$ cat config.mk
export PLATFORM = sky130hd
export DESIGN_NAME = floor_heating_thermostat
export DESIGN_NICKNAME = d
export VERILOG_FILES = /design/src/fht_pkg.sv /design/src/floor_heating_thermostat.sv
export SDC_FILE = /design/constraint.sdc
export NUM_CORES = 1
export LEC_CHECK = 0
export BUFFER_PORTS_ARGS = -buffer_cell sky130_fd_sc_hd__clkbuf_2
export CAP_MARGIN = 25
export CORE_AREA = 4 4 181 183
export CTS_BUF_LIST = sky130_fd_sc_hd__clkbuf_4
export DETAILED_ROUTE_END_ITERATION = 16
export DIE_AREA = 0 0 185 187
export GPL_ROUTABILITY_DRIVEN = 0
export GPL_TIMING_DRIVEN = 0
export PLACE_DENSITY = 0.66
export REMOVE_ABC_BUFFERS = 1
export SYNTH_ARGS = -nofsm -noshare
export SYNTH_HDL_FRONTEND = slang
export SYNTH_SLANG_ARGS = --single-unit
$ cat constraint.sdc
create_clock -name clk -period 18 [get_ports clk]
set_input_delay 0.9 -clock clk [delete_from_list [all_inputs] [get_ports clk]]
set_output_delay 0.9 -clock clk [all_outputs]
set_load 0.01 [all_outputs]
$ cat src/fht_pkg.sv
package fht_pkg;

	// stuck-sensor supervision window in milliseconds
	localparam logic [31:0] STUCK_TIME_MS = 32'd1800000;

	// register reset values
	localparam logic signed [11:0] RST_ROOM_SETPOINT    = 12'sd336;
	localparam logic               RST_SUMMER_MODE      = 1'b0;
	localparam logic signed [11:0] RST_SETPOINT_MIN     = 12'sd80;
	localparam logic signed [11:0] RST_SETPOINT_MAX     = 12'sd464;
	localparam logic [7:0]         RST_ROOM_HYSTERESIS  = 8'd8;
	localparam logic [7:0]         RST_NIGHT_REDUCTION  = 8'd32;
	localparam logic [7:0]         RST_FLOOR_HYSTERESIS = 8'd16;
	localparam logic [7:0]         RST_STUCK_DELTA      = 8'd16;

	// configuration port widths
	localparam int CFG_IDX_W  = 4;
	localparam int CFG_DATA_W = 12;

	// register indexes
	localparam logic [CFG_IDX_W-1:0] REG_ROOM_SETPOINT    = 4'd0;
	localparam logic [CFG_IDX_W-1:0] REG_SUMMER_MODE      = 4'd1;
	localparam logic [CFG_IDX_W-1:0] REG_SETPOINT_MIN     = 4'd2;
	localparam logic [CFG_IDX_W-1:0] REG_SETPOINT_MAX     = 4'd3;
	localparam logic [CFG_IDX_W-1:0] REG_ROOM_HYSTERESIS  = 4'd4;
	localparam logic [CFG_IDX_W-1:0] REG_NIGHT_REDUCTION  = 4'd5;
	localparam logic [CFG_IDX_W-1:0] REG_FLOOR_HYSTERESIS = 4'd6;
	localparam logic [CFG_IDX_W-1:0] REG_STUCK_DELTA      = 4'd7;

	// sticky error codes
	typedef enum logic [1:0] {
		ERR_NONE         = 2'd0,
		ERR_DISCONNECTED = 2'd1,
		ERR_NOT_REACTING = 2'd2
	} err_t;

	// one control tick as captured from the input channel
	typedef struct packed {
		logic [31:0]        now_ms;
		logic signed [11:0] floor_temp;
		logic               floor_valid;
		logic signed [12:0] room_temp;
		logic               frost_protect;
		logic               window_one_open;
		logic               window_two_open;
		logic               night_mode;
	} tick_t;

endpackage

$ cat src/floor_heating_thermostat.sv
// Floor heating thermostat, two-point room regulation with hysteresis.
//
// Input channel: one beat per control tick (timestamp, floor and room
// temperatures, sensor-valid flag, frost, window and night flags), taken on a
// rising edge with in_valid high and in_stall low. Output channel: one beat
// per tick (relay command, working setpoint, error code, substituted floor
// value, over-temperature latch), taken with out_valid high and out_stall low.
// Configuration: cfg_valid/cfg_ready write channel, cfg_index selects the
// register, cfg_data carries the value; cfg_ready is always high and writes
// to an unused index are dropped. Write registers only while the block idles.
//
// An input register, then one pass of compare/add logic into the result
// register, where the relay, latch, timer and error state commit. Throughput
// is one tick per cycle while the receiver does not stall. When the receiver
// stalls, the result register holds and the input register holds behind it;
// in_stall rises once both are full.
// Reset clears relay, latch, timer and error state and loads the register
// defaults; both pipeline stages come up empty.
module floor_heating_thermostat
	import fht_pkg::*;
(
	input  logic                  clk,
	input  logic                  arst_n,
	// configuration write channel
	input  logic                  cfg_valid,
	output logic                  cfg_ready,
	input  logic [CFG_IDX_W-1:0]  cfg_index,
	input  logic [CFG_DATA_W-1:0] cfg_data,
	// input channel
	input  logic                  in_valid,
	output logic                  in_stall,
	input  logic [31:0]           now_ms,
	input  logic signed [11:0]    floor_temp,
	input  logic                  floor_valid,
	input  logic signed [12:0]    room_temp,
	input  logic                  frost_protect,
	input  logic                  window_one_open,
	input  logic                  window_two_open,
	input  logic                  night_mode,
	// output channel
	output logic                  out_valid,
	input  logic                  out_stall,
	output logic                  relay_on,
	output logic signed [11:0]    working_setpoint,
	output logic [1:0]            error_code,
	output logic signed [11:0]    floor_used,
	output logic                  floor_over_limit
);

	// configuration registers
	logic signed [11:0] room_setpoint_q;
	logic               summer_mode_q;
	logic signed [11:0] setpoint_min_q;
	logic signed [11:0] setpoint_max_q;
	logic [7:0]         room_hyst_q;
	logic [7:0]         night_red_q;
	logic [7:0]         floor_hyst_q;
	logic [7:0]         stuck_delta_q;

	// control state
	logic               relay_q;
	logic               latch_q;
	logic [31:0]        on_time_q;
	logic signed [11:0] on_floor_q;
	err_t               err_q;

	// pipeline
	tick_t              tick_s1;
	logic               valid_s1;
	logic               valid_s2;
	logic               relay_s2;
	logic signed [11:0] wsp_s2;
	logic [1:0]         err_s2;
	logic signed [11:0] floor_s2;
	logic               latch_s2;

	logic               out_free;
	logic               commit;
	logic               in_take;

	// datapath
	logic signed [11:0] floor_c;
	err_t               err_in_c;
	logic signed [12:0] wsp_raw_c;
	logic signed [12:0] wsp_hi_c;
	logic signed [12:0] wsp_lo_c;
	logic signed [11:0] wsp_c;
	logic signed [13:0] room_ext_c;
	logic signed [13:0] wsp_ext_c;
	logic signed [13:0] band_lo_c;
	logic               relay_reg_c;
	logic signed [12:0] floor_rel_c;
	logic               latch_c;
	logic               relay_c;
	logic               rising_c;
	logic [31:0]        on_time_c;
	logic signed [11:0] on_floor_c;
	logic [31:0]        elapsed_c;
	logic signed [12:0] rise_c;
	logic               stuck_c;
	err_t               err_c;

	// handshake control
	assign out_free  = !valid_s2 || !out_stall;
	assign commit    = valid_s1 && out_free;
	assign in_stall  = valid_s1 && !out_free;
	assign in_take   = in_valid && !in_stall;
	assign cfg_ready = 1'b1;

	// configuration register writes
	always_ff @(posedge clk or negedge arst_n) begin
		if (!arst_n) begin
			room_setpoint_q <= RST_ROOM_SETPOINT;
			summer_mode_q   <= RST_SUMMER_MODE;
			setpoint_min_q  <= RST_SETPOINT_MIN;
			setpoint_max_q  <= RST_SETPOINT_MAX;
			room_hyst_q     <= RST_ROOM_HYSTERESIS;
			night_red_q     <= RST_NIGHT_REDUCTION;
			floor_hyst_q    <= RST_FLOOR_HYSTERESIS;
			stuck_delta_q   <= RST_STUCK_DELTA;
		end else if (cfg_valid && cfg_ready) begin
			unique case (cfg_index)
				REG_ROOM_SETPOINT:    room_setpoint_q <= cfg_data;
				REG_SUMMER_MODE:      summer_mode_q   <= cfg_data[0];
				REG_SETPOINT_MIN:     setpoint_min_q  <= cfg_data;
				REG_SETPOINT_MAX:     setpoint_max_q  <= cfg_data;
				REG_ROOM_HYSTERESIS:  room_hyst_q     <= cfg_data[7:0];
				REG_NIGHT_REDUCTION:  night_red_q     <= cfg_data[7:0];
				REG_FLOOR_HYSTERESIS: floor_hyst_q    <= cfg_data[7:0];
				REG_STUCK_DELTA:      stuck_delta_q   <= cfg_data[7:0];
				default:              ;
			endcase
		end
	end

	// input register
	always_ff @(posedge clk or negedge arst_n) begin
		if (!arst_n) begin
			valid_s1 <= 1'b0;
		end else if (in_take) begin
			valid_s1 <= 1'b1;
		end else if (commit) begin
			valid_s1 <= 1'b0;
		end
	end

	always_ff @(posedge clk) begin
		if (in_take) begin
			tick_s1.now_ms          <= now_ms;
			tick_s1.floor_temp      <= floor_temp;
			tick_s1.floor_valid     <= floor_valid;
			tick_s1.room_temp       <= room_temp;
			tick_s1.frost_protect   <= frost_protect;
			tick_s1.window_one_open <= window_one_open;
			tick_s1.window_two_open <= window_two_open;
			tick_s1.night_mode      <= night_mode;
		end
	end

	// floor fallback and disconnect error
	always_comb begin
		floor_c  = tick_s1.floor_valid ? tick_s1.floor_temp : setpoint_min_q;
		err_in_c = tick_s1.floor_valid ? err_q : ERR_DISCONNECTED;
	end

	// working setpoint, limited to max first and then raised to min
	always_comb begin
		priority if (tick_s1.frost_protect || tick_s1.window_one_open ||
		             tick_s1.window_two_open) begin
			wsp_raw_c = 13'(setpoint_min_q);
		end else if (tick_s1.night_mode) begin
			wsp_raw_c = 13'(room_setpoint_q) - $signed({5'b0, night_red_q});
		end else begin
			wsp_raw_c = 13'(room_setpoint_q);
		end
		wsp_hi_c = (wsp_raw_c > 13'(setpoint_max_q)) ? 13'(setpoint_max_q) : wsp_raw_c;
		wsp_lo_c = (wsp_hi_c < 13'(setpoint_min_q)) ? 13'(setpoint_min_q) : wsp_hi_c;
		wsp_c    = wsp_lo_c[11:0];
	end

	// room regulation with switch-on band
	always_comb begin
		room_ext_c = 14'(tick_s1.room_temp);
		wsp_ext_c  = 14'(wsp_c);
		band_lo_c  = wsp_ext_c - $signed({6'b0, room_hyst_q});
		priority if (room_ext_c > wsp_ext_c) begin
			relay_reg_c = 1'b0;
		end else if (room_ext_c <= band_lo_c) begin
			relay_reg_c = 1'b1;
		end else begin
			relay_reg_c = relay_q;
		end
	end

	// floor over-temperature latch
	always_comb begin
		floor_rel_c = 13'(setpoint_max_q) - $signed({5'b0, floor_hyst_q});
		priority if (floor_c >= setpoint_max_q) begin
			latch_c = 1'b1;
		end else if (13'(floor_c) < floor_rel_c) begin
			latch_c = 1'b0;
		end else begin
			latch_c = latch_q;
		end
	end

	// forced off, switch-on capture and stuck-sensor check
	always_comb begin
		relay_c    = relay_reg_c && !latch_c && !summer_mode_q && (err_in_c == ERR_NONE);
		rising_c   = relay_c && !relay_q;
		on_time_c  = rising_c ? tick_s1.now_ms : on_time_q;
		on_floor_c = rising_c ? floor_c : on_floor_q;
		elapsed_c  = tick_s1.now_ms - on_time_c;
		rise_c     = 13'(floor_c) - 13'(on_floor_c);
		stuck_c    = relay_c && (elapsed_c > STUCK_TIME_MS) &&
		             (rise_c < $signed({5'b0, stuck_delta_q}));
		err_c      = stuck_c ? ERR_NOT_REACTING : err_in_c;
	end

	// state commit
	always_ff @(posedge clk or negedge arst_n) begin
		if (!arst_n) begin
			relay_q    <= 1'b0;
			latch_q    <= 1'b0;
			on_time_q  <= '0;
			on_floor_q <= '0;
			err_q      <= ERR_NONE;
		end else if (commit) begin
			relay_q    <= relay_c;
			latch_q    <= latch_c;
			on_time_q  <= on_time_c;
			on_floor_q <= on_floor_c;
			err_q      <= err_c;
		end
	end

	// result register
	always_ff @(posedge clk or negedge arst_n) begin
		if (!arst_n) begin
			valid_s2 <= 1'b0;
		end else if (out_free) begin
			valid_s2 <= valid_s1;
		end
	end

	always_ff @(posedge clk) begin
		if (commit) begin
			relay_s2 <= relay_c;
			wsp_s2   <= wsp_c;
			err_s2   <= err_c;
			floor_s2 <= floor_c;
			latch_s2 <= latch_c;
		end
	end

	assign out_valid        = valid_s2;
	assign relay_on         = relay_s2;
	assign working_setpoint = wsp_s2;
	assign error_code       = err_s2;
	assign floor_used       = floor_s2;
	assign floor_over_limit = latch_s2;

	// errors stay set until reset
	a_err_sticky: assert property (@(posedge clk) disable iff (!arst_n)
		err_q != ERR_NONE |=> err_q != ERR_NONE)
		else $error("error state cleared without reset");

	// a reported relay-on beat never coexists with the latch or a disconnect
	a_relay_forced: assert property (@(posedge clk) disable iff (!arst_n)
		out_valid && relay_on |-> !floor_over_limit && error_code != ERR_DISCONNECTED)
		else $error("relay reported on while forced off");

	// the result register tracks the committed state
	a_state_match: assert property (@(posedge clk) disable iff (!arst_n)
		commit |=> relay_s2 == relay_q && latch_s2 == latch_q && err_s2 == err_q)
		else $error("result beat differs from committed state");

	// no undefined error code leaves the block
	a_err_code: assert property (@(posedge clk) disable iff (!arst_n)
		out_valid |-> error_code != 2'd3)
		else $error("undefined error code");

endmodule

Word level (Yosys, flattened, before mapping)
Index checks and enable logic that the tools add are counted.
W data, S select, Z words.
{"block": "word_totals", "register_bits": 209, "word_cells": 93, "inputBits": 83, "out_inout_bits": 31}
{"block": "op_classes", "reduce_logical": 30, "n_mux": 15, "n_lt_le_gt_ge": 8, "add_sub_neg": 5, "n_eq_ne": 7}
{"cell": "$mux W13", "count": 3}
{"cell": "$sub A12 B9 Y13", "count": 3}
{"cell": "$mux W12", "count": 3}
{"cell": "$gt A32 B21 Y1 const B", "count": 1}
{"cell": "$mux W32", "count": 1}
{"cell": "$sub A32 B32 Y32", "count": 1}
{"cell": "$gt A13 B12 Y1", "count": 2}
{"cell": "$eq A4 B3 Y1 const B", "count": 4}
{"cell": "$reduce_and A2 Y1", "count": 8}
{"cell": "$le A13 B13 Y1", "count": 1}
{"cell": "$lt A12 B13 Y1", "count": 1}
{"cell": "$lt A13 B12 Y1", "count": 1}
{"cell": "$lt A13 B9 Y1", "count": 1}
{"cell": "$sub A12 B12 Y13", "count": 1}
{"cell": "$ge A12 B12 Y1", "count": 1}
{"cell": "$logic_and A1 B1 Y1", "count": 9}
{"cell": "$eq A4 B2 Y1 const B", "count": 2}
{"cell": "$logic_not A1 Y1", "count": 7}
{"cell": "$mux W1", "count": 6}
{"cell": "$eq A4 B1 Y1 const B", "count": 1}
{"cell": "$logic_not A4 Y1", "count": 1}
{"cell": "$mux W2", "count": 2}
{"cell": "$logic_or A1 B1 Y1", "count": 3}
{"cell": "$logic_not A2 Y1", "count": 1}
{"cell": "$reduce_bool A2 Y1", "count": 1}

Longest topological paths before layout
{"block": "depth", "ltp_word": 21, "depth_mapped": 75, "ltp_nobuf": 70}

Least setup slack after synthesis
OpenSTA, ideal clock, no wires.
{"block": "synth_timing", "path_type": "reg-to-reg", "from": "reg room_setpoint_q[0]", "to": "reg err_s2[1] (netlist: error_code[1]), data pin", "path_buffers": 5, "arrival_ns": 13.136, "path_stages_with_launch": 68, "setup_ns": 0.265, "setup_slack_ns": 4.599, "period_less_slack_ns": 13.401, "required_time_ns": 17.735, "cell_sequence": "dfrtp_1 > inv_1 > ha_1 > fa_1 > nor2b_1 > o21ai_0 > a21oi_1 > o21ai_0 > and3_1 > nor3_1 > a21oi_1 > o21ai_0 > ha_1 > a21o_1 > a21o_1 > a21oi_1 > o21ai_0 > a21oi_1 > [32 not listed] > buf_2 > buf_1 > mux2i_1 > ha_1 > o21ai_0 > a21oi_1 > nor4_1 > o31a_1 > o221ai_1 > o21ai_0 > mux2i_1 > a32o_2 > a41o_1 > a41o_1 > mux2i_1 > o2111ai_1 > nor4_2 > o21ai_1"}
{"block": "synth_via", "elab_chain_len": 21, "elab_cells_between_ends": 25, "classes_between": "add/sub: 4; order compare: 6; mux: 9; reduce/logical: 6"}
{"element": "start: declaration", "line_no": "floor_heating_thermostat.sv:51", "rtl": "logic signed [11:0] room_setpoint_q;"}
{"element": "start signal: assignment", "line_no": "floor_heating_thermostat.sv:123", "rtl": "REG_ROOM_SETPOINT: room_setpoint_q <= cfg_data;"}
{"element": "$sub A12 B9 Y13", "line_no": "floor_heating_thermostat.sv:172", "rtl": "wsp_raw_c = 13'(room_setpoint_q) - $signed({5'b0, night_red_q});"}
{"element": "$mux W13 (*)", "line_no": "floor_heating_thermostat.sv:171", "rtl": "end else if (tick_s1.night_mode) begin"}
{"element": "$mux W13 (*)", "line_no": "floor_heating_thermostat.sv:168", "rtl": "priority if (tick_s1.frost_protect || tick_s1.window_one_open ||"}
{"element": "$gt A13 B12 Y1", "line_no": "floor_heating_thermostat.sv:176", "rtl": "wsp_hi_c = (wsp_raw_c > 13'(setpoint_max_q)) ? 13'(setpoint_max_q) : wsp_raw_c;"}
{"element": "$mux W13 (*)", "line_no": "floor_heating_thermostat.sv:176"}
{"element": "$lt A13 B12 Y1", "line_no": "floor_heating_thermostat.sv:177", "rtl": "wsp_lo_c = (wsp_hi_c < 13'(setpoint_min_q)) ? 13'(setpoint_min_q) : wsp_hi_c;"}
{"element": "$mux W12 (*)", "line_no": "floor_heating_thermostat.sv:177"}
{"element": "named net wsp_lo_c[1]", "line_no": "floor_heating_thermostat.sv:86", "rtl": "logic signed [12:0] wsp_lo_c;"}
{"element": "[7 not listed]"}
{"element": "$logic_and A1 B1 Y1", "line_no": "floor_heating_thermostat.sv:210", "rtl": "rising_c = relay_c && !relay_q;"}
{"element": "$mux W32", "line_no": "floor_heating_thermostat.sv:211", "rtl": "on_time_c = rising_c ? tick_s1.now_ms : on_time_q;"}
{"element": "$sub A32 B32 Y32", "line_no": "floor_heating_thermostat.sv:213", "rtl": "elapsed_c = tick_s1.now_ms - on_time_c;"}
{"element": "$gt A32 B21 Y1", "line_no": "floor_heating_thermostat.sv:215", "rtl": "stuck_c = relay_c && (elapsed_c > STUCK_TIME_MS) &&"}
{"element": "$logic_and A1 B1 Y1", "line_no": "floor_heating_thermostat.sv:215"}
{"element": "$logic_and A1 B1 Y1 (*)", "line_no": "floor_heating_thermostat.sv:215"}
{"element": "$mux W2 (*)", "line_no": "floor_heating_thermostat.sv:217", "rtl": "err_c = stuck_c ? ERR_NOT_REACTING : err_in_c;"}
{"element": "named net err_c[1]", "line_no": "floor_heating_thermostat.sv:101", "rtl": "err_t err_c;"}
{"element": "end signal: assignment", "line_no": "floor_heating_thermostat.sv:250", "rtl": "err_s2 <= err_c;"}
{"element": "end: declaration", "line_no": "floor_heating_thermostat.sv:73", "rtl": "logic [1:0] err_s2;"}
The timed path passes the listed nets; every way through them passes the cells marked *.
A chain may end at the register's enable or synchronous reset.

Worst setup path in the final report
{"block": "layout_timing", "from": "reg night_red_q[1]", "to": "reg err_s2[1] (netlist: error_code[1]), data pin"}
{"block": "layout_via", "elab_chain_len": 21, "elab_cells_between_ends": 25, "classes_between": "add/sub: 4; order compare: 6; mux: 9; reduce/logical: 6"}
{"element": "start: declaration", "line_no": "floor_heating_thermostat.sv:56", "rtl": "logic [7:0] night_red_q;"}
{"element": "start signal: assignment", "line_no": "floor_heating_thermostat.sv:128", "rtl": "REG_NIGHT_REDUCTION: night_red_q <= cfg_data[7:0];"}
{"element": "$sub A12 B9 Y13 (*)", "line_no": "floor_heating_thermostat.sv:172"}
{"element": "$mux W13 (*)", "line_no": "floor_heating_thermostat.sv:171"}
{"element": "$mux W13 (*)", "line_no": "floor_heating_thermostat.sv:168"}
{"element": "$gt A13 B12 Y1", "line_no": "floor_heating_thermostat.sv:176"}
{"element": "$mux W13 (*)", "line_no": "floor_heating_thermostat.sv:176"}
{"element": "$lt A13 B12 Y1", "line_no": "floor_heating_thermostat.sv:177"}
{"element": "$mux W12 (*)", "line_no": "floor_heating_thermostat.sv:177"}
{"element": "named net wsp_lo_c[1]", "line_no": "floor_heating_thermostat.sv:86"}
{"element": "[7 not listed]"}
{"element": "$logic_and A1 B1 Y1 (*)", "line_no": "floor_heating_thermostat.sv:210"}
{"element": "$mux W32 (*)", "line_no": "floor_heating_thermostat.sv:211"}
{"element": "named net on_time_c[0]", "line_no": "floor_heating_thermostat.sv:96", "rtl": "logic [31:0] on_time_c;"}
{"element": "$sub A32 B32 Y32 (*)", "line_no": "floor_heating_thermostat.sv:213"}
{"element": "$gt A32 B21 Y1 (*)", "line_no": "floor_heating_thermostat.sv:215"}
{"element": "$logic_and A1 B1 Y1 (*) (2 in series)", "line_no": "floor_heating_thermostat.sv:215"}
{"element": "$mux W2 (*)", "line_no": "floor_heating_thermostat.sv:217"}
{"element": "named net err_c[1]", "line_no": "floor_heating_thermostat.sv:101"}
Marked as above.

==> results.cfg <==
[cts]
cts.clk_slew.worst_paths_ns = 0.07
cts_tree = built
cts_sinks = 209
cts_buffers = 57
cts_resized = 0
holdBufCountCts = 0
clk_latency_ns = 0.72
post_cts_buffers = 0
cts-root-buf = clkbuf_4
cts_max_level = 2
clockBufferDepth = 3

[timing]
final.min_clock_period_ns = 15.01
tightest_slew_ns = 1.03
max_freq_ghz = 0.0666
slew_headroom = 0.315
timing.hold.ws_ns = 0.130
grt_setup_unrepaired = no
report.final.slew_viol_count = 0
hold_viol = 0
finalSetupViolations = 0
finalClockSkew_ns = 0.0204
min_period_over_period = 0.834

[global_routing]
grt_overflow_total = 0
grt_max_degree = 71
grt_pass1_wl_um = 53600
track_usage = 0.189
antenna_found_initial = 1
grt_pass1_vias = 10900

[logic_synthesis]
yosysWarnings = 0
synth_common_cells = ha_1 (140), nand2_1 (134), o21ai_0 (132), inv_1 (131), dfrtp_1 (106)
synth.distinct_cells = 75
async_reset_ff_frac = 0.569
yosysSeqAreaShare = 0.410
synthTopCellsByArea = edfxtp_1 (19%), dfrtp_1 (19%), ha_1 (13%), mux2_2 (6.1%), o21ai_0 (4.8%)
synth_top_area_share = 0.195
yosysMostFrequentCell = ha_1
synth_area_um2 = 13900
ys.flop_type = dfrtp_1
synth_area_per_cell_um2 = 9.82
synth_top_area_cell = edfxtp_1
synth_edf_count = 90
ys_seq_elements = 209
netlist_instances = 1414

[power]
intPower_mw = 1.40
power_frac_seq = 0.275
p_comb_frac = 0.537
power_frac_clock = 0.189
power_density_nw_per_um2 = 153
vdd_drop_max_uv = 69.3
sw_frac_of_total = 0.417
switching_power_mw = 1.00
p_leak_nw = 7.10

[die]
ios = 114
die_y_um = 187
die_w_um = 185
coreArea_um2 = 31200
die_area_um2 = 34600
num_rows = 65
initial_core_util = 0.445

[drt]
viasPerCell = 5.44
dr.pass1.iters = 5
wl_per_cell_um = 16.3
drtIter0Drc = 469
wl_um = 32700
drc = 0
ant_nets = 0
vias = 10900

[placement]
io_buffers = 112
dp_cells = 1898
dp_hpwl_um = 24600

[critical_path]
slowest_delay_ns = 0.55
worst_path_max_delay_cell = nor4b_4
ff2ff_path_depth = 64
cp_max_fo = 14
reg2reg_to = error_code[1]
cpMostUsedCell = o21ai_0
crit_path_start_kind = flip-flop
worstSetupPathType = reg -> reg
rr_startpoint = night_red_q[1]
worst_setup_path_end_kind = flip-flop
reg2reg_slack_ns = 2.99
crit_required_ns = 18.45
cp.arrival_ns = 15.46

[finish]
area_growth_pct = 13.3
finalNonFillerCells = 2004
layout-drive-gt1-share = 0.209
fin_nets = 1783

[status]
outcome = completed

[job]
drv_cap = 0

[min_path]
hold_class = in -> async
[area by class of cell]
cell class / count / area [µm²]
diodes: 1 / 2.50
clock buffers: 93 / 698
clock inverters: 12 / 71.3
fillers: 2958 / 15500
inverters: 132 / 495
multi-input cells: 1033 / 7560
flip-flops and latches: 209 / 5700
well taps: 402 / 503
repair buffers: 122 / 706
[power by group through the flow]
| stage | combinational (mW) | sequential (mW) | clock [mW] |
|---|---|---|---|
| floorplan | 0.959 | 0.662 | 0 |
| global placement | 1.23 | 0.667 | 0 |
| detailed placement | 1.28 | 0.670 | 0 |
| CTS | 1.29 | 0.661 | 0.471 |
| global route | 1.48 | 0.671 | 0.498 |
| finish | 1.29 | 0.661 | 0.454 |
[registers in the layout, summed over array words and instances, names as in the netlist]
register,cells
out_valid,1
relay_q,1
setpoint_min_q,12
floor_over_limit,1
relay_on,1
room_setpoint_q,12
room_ext_c,13
tick_s1,49
stuck_delta_q,8
on_floor_q,12
summer_mode_q,1
floor_hyst_q,8
working_setpoint,12
setpoint_max_q,12
night_red_q,8
error_code,2
valid_s1,1
room_hyst_q,8
latch_q,1
on_time_q,32
floor_used,12
err_q,2
[cells in the final DEF, fill, tap and decap left out, drive strengths merged, types with 9 or more instances in the layout]
cell type  synthesis  layout
clkbuf            30     205
ha               140     140
o21ai            135     135
nand2            134     134
inv              132     132
dfrtp            106     106
edfxtp            90      90
a21oi             84      84
mux2              75      75
nor2              72      72
mux2i             41      41
xnor2             32      32
nor2b             25      25
nand2b            23      23
a21o              23      23
nand3             22      22
nor3              17      17
xor2              15      15
dfstp             13      13
nor4              13      13
o21bai            12      12
a31oi             11      11
clkinv             0      11
and3              10      10
buf               10      10
a21boi             9       9
or2                9       9
nor3b              9       9
[worst max-delay path: cells and delay by family, from the launching register on]
family | cells | cell delay, ns
buf+inv | 3 | 0.52
fa+ha+maj | 8 | 2.47
xor+xnor | 1 | 0.14
flops | 1 | 0.39
simple gates | 12 | 2.35
mux | 4 | 1.42
compound gates | 36 | 7.42
[kinds of logic after synthesis]
group | count (synthesis) | share of synthesized area
other | 1 | 0.000270
DFF | 209 | 0.410
buffers and inverters | 172 | 0.0475
xor gates and xnor gates | 47 | 0.0296
adders and majority gates | 147 | 0.135
AOI/OAI and AO/OA | 360 | 0.160
and+or+nand+nor | 362 | 0.127
muxes | 116 | 0.0912
[stage by stage]
step | utilization | setup TNS, ns | worst slack (ns) | power, mW | area [µm²]
after global routing | 0.504 | 0 | 1.51 | 2.65 | 15700
after floorplan | - | 0 | 2.57 | 1.62 | 13700
after CTS | 0.504 | 0 | 3.01 | 2.42 | 15700
after detailed placement | 0.479 | 0 | 3.07 | 1.95 | 15000
final | 0.504 | 0 | 2.99 | 2.40 | 15700
after global placement | 0.474 | -1.28 | -0.714 | 1.90 | 14800
[layer usage]
metal / GRT usage / wire [µm] / part of all wire
met3: 0.0360 / 1750 / 0.054
met2: 0.323 / 15800 / 0.48
met1: 0.243 / 14400 / 0.44
met5: 0 / 0 / 0
met4: 0.0531 / 731 / 0.022
[worst max-delay path by stage]
stage                       start             to  slack [ns]
2_1_floorplan  room_setpoint_q[0]  error_code[1]        2.57
3_3_place_gp       night_red_q[1]  error_code[1]       -0.71
3_5_place_dp       night_red_q[1]  error_code[1]        3.07
4_1_cts            night_red_q[1]  error_code[1]        3.01
5_1_grt            night_red_q[1]  error_code[1]        1.51
6_report           night_red_q[1]  error_code[1]        2.99
(Power assumes the default switching activity.)
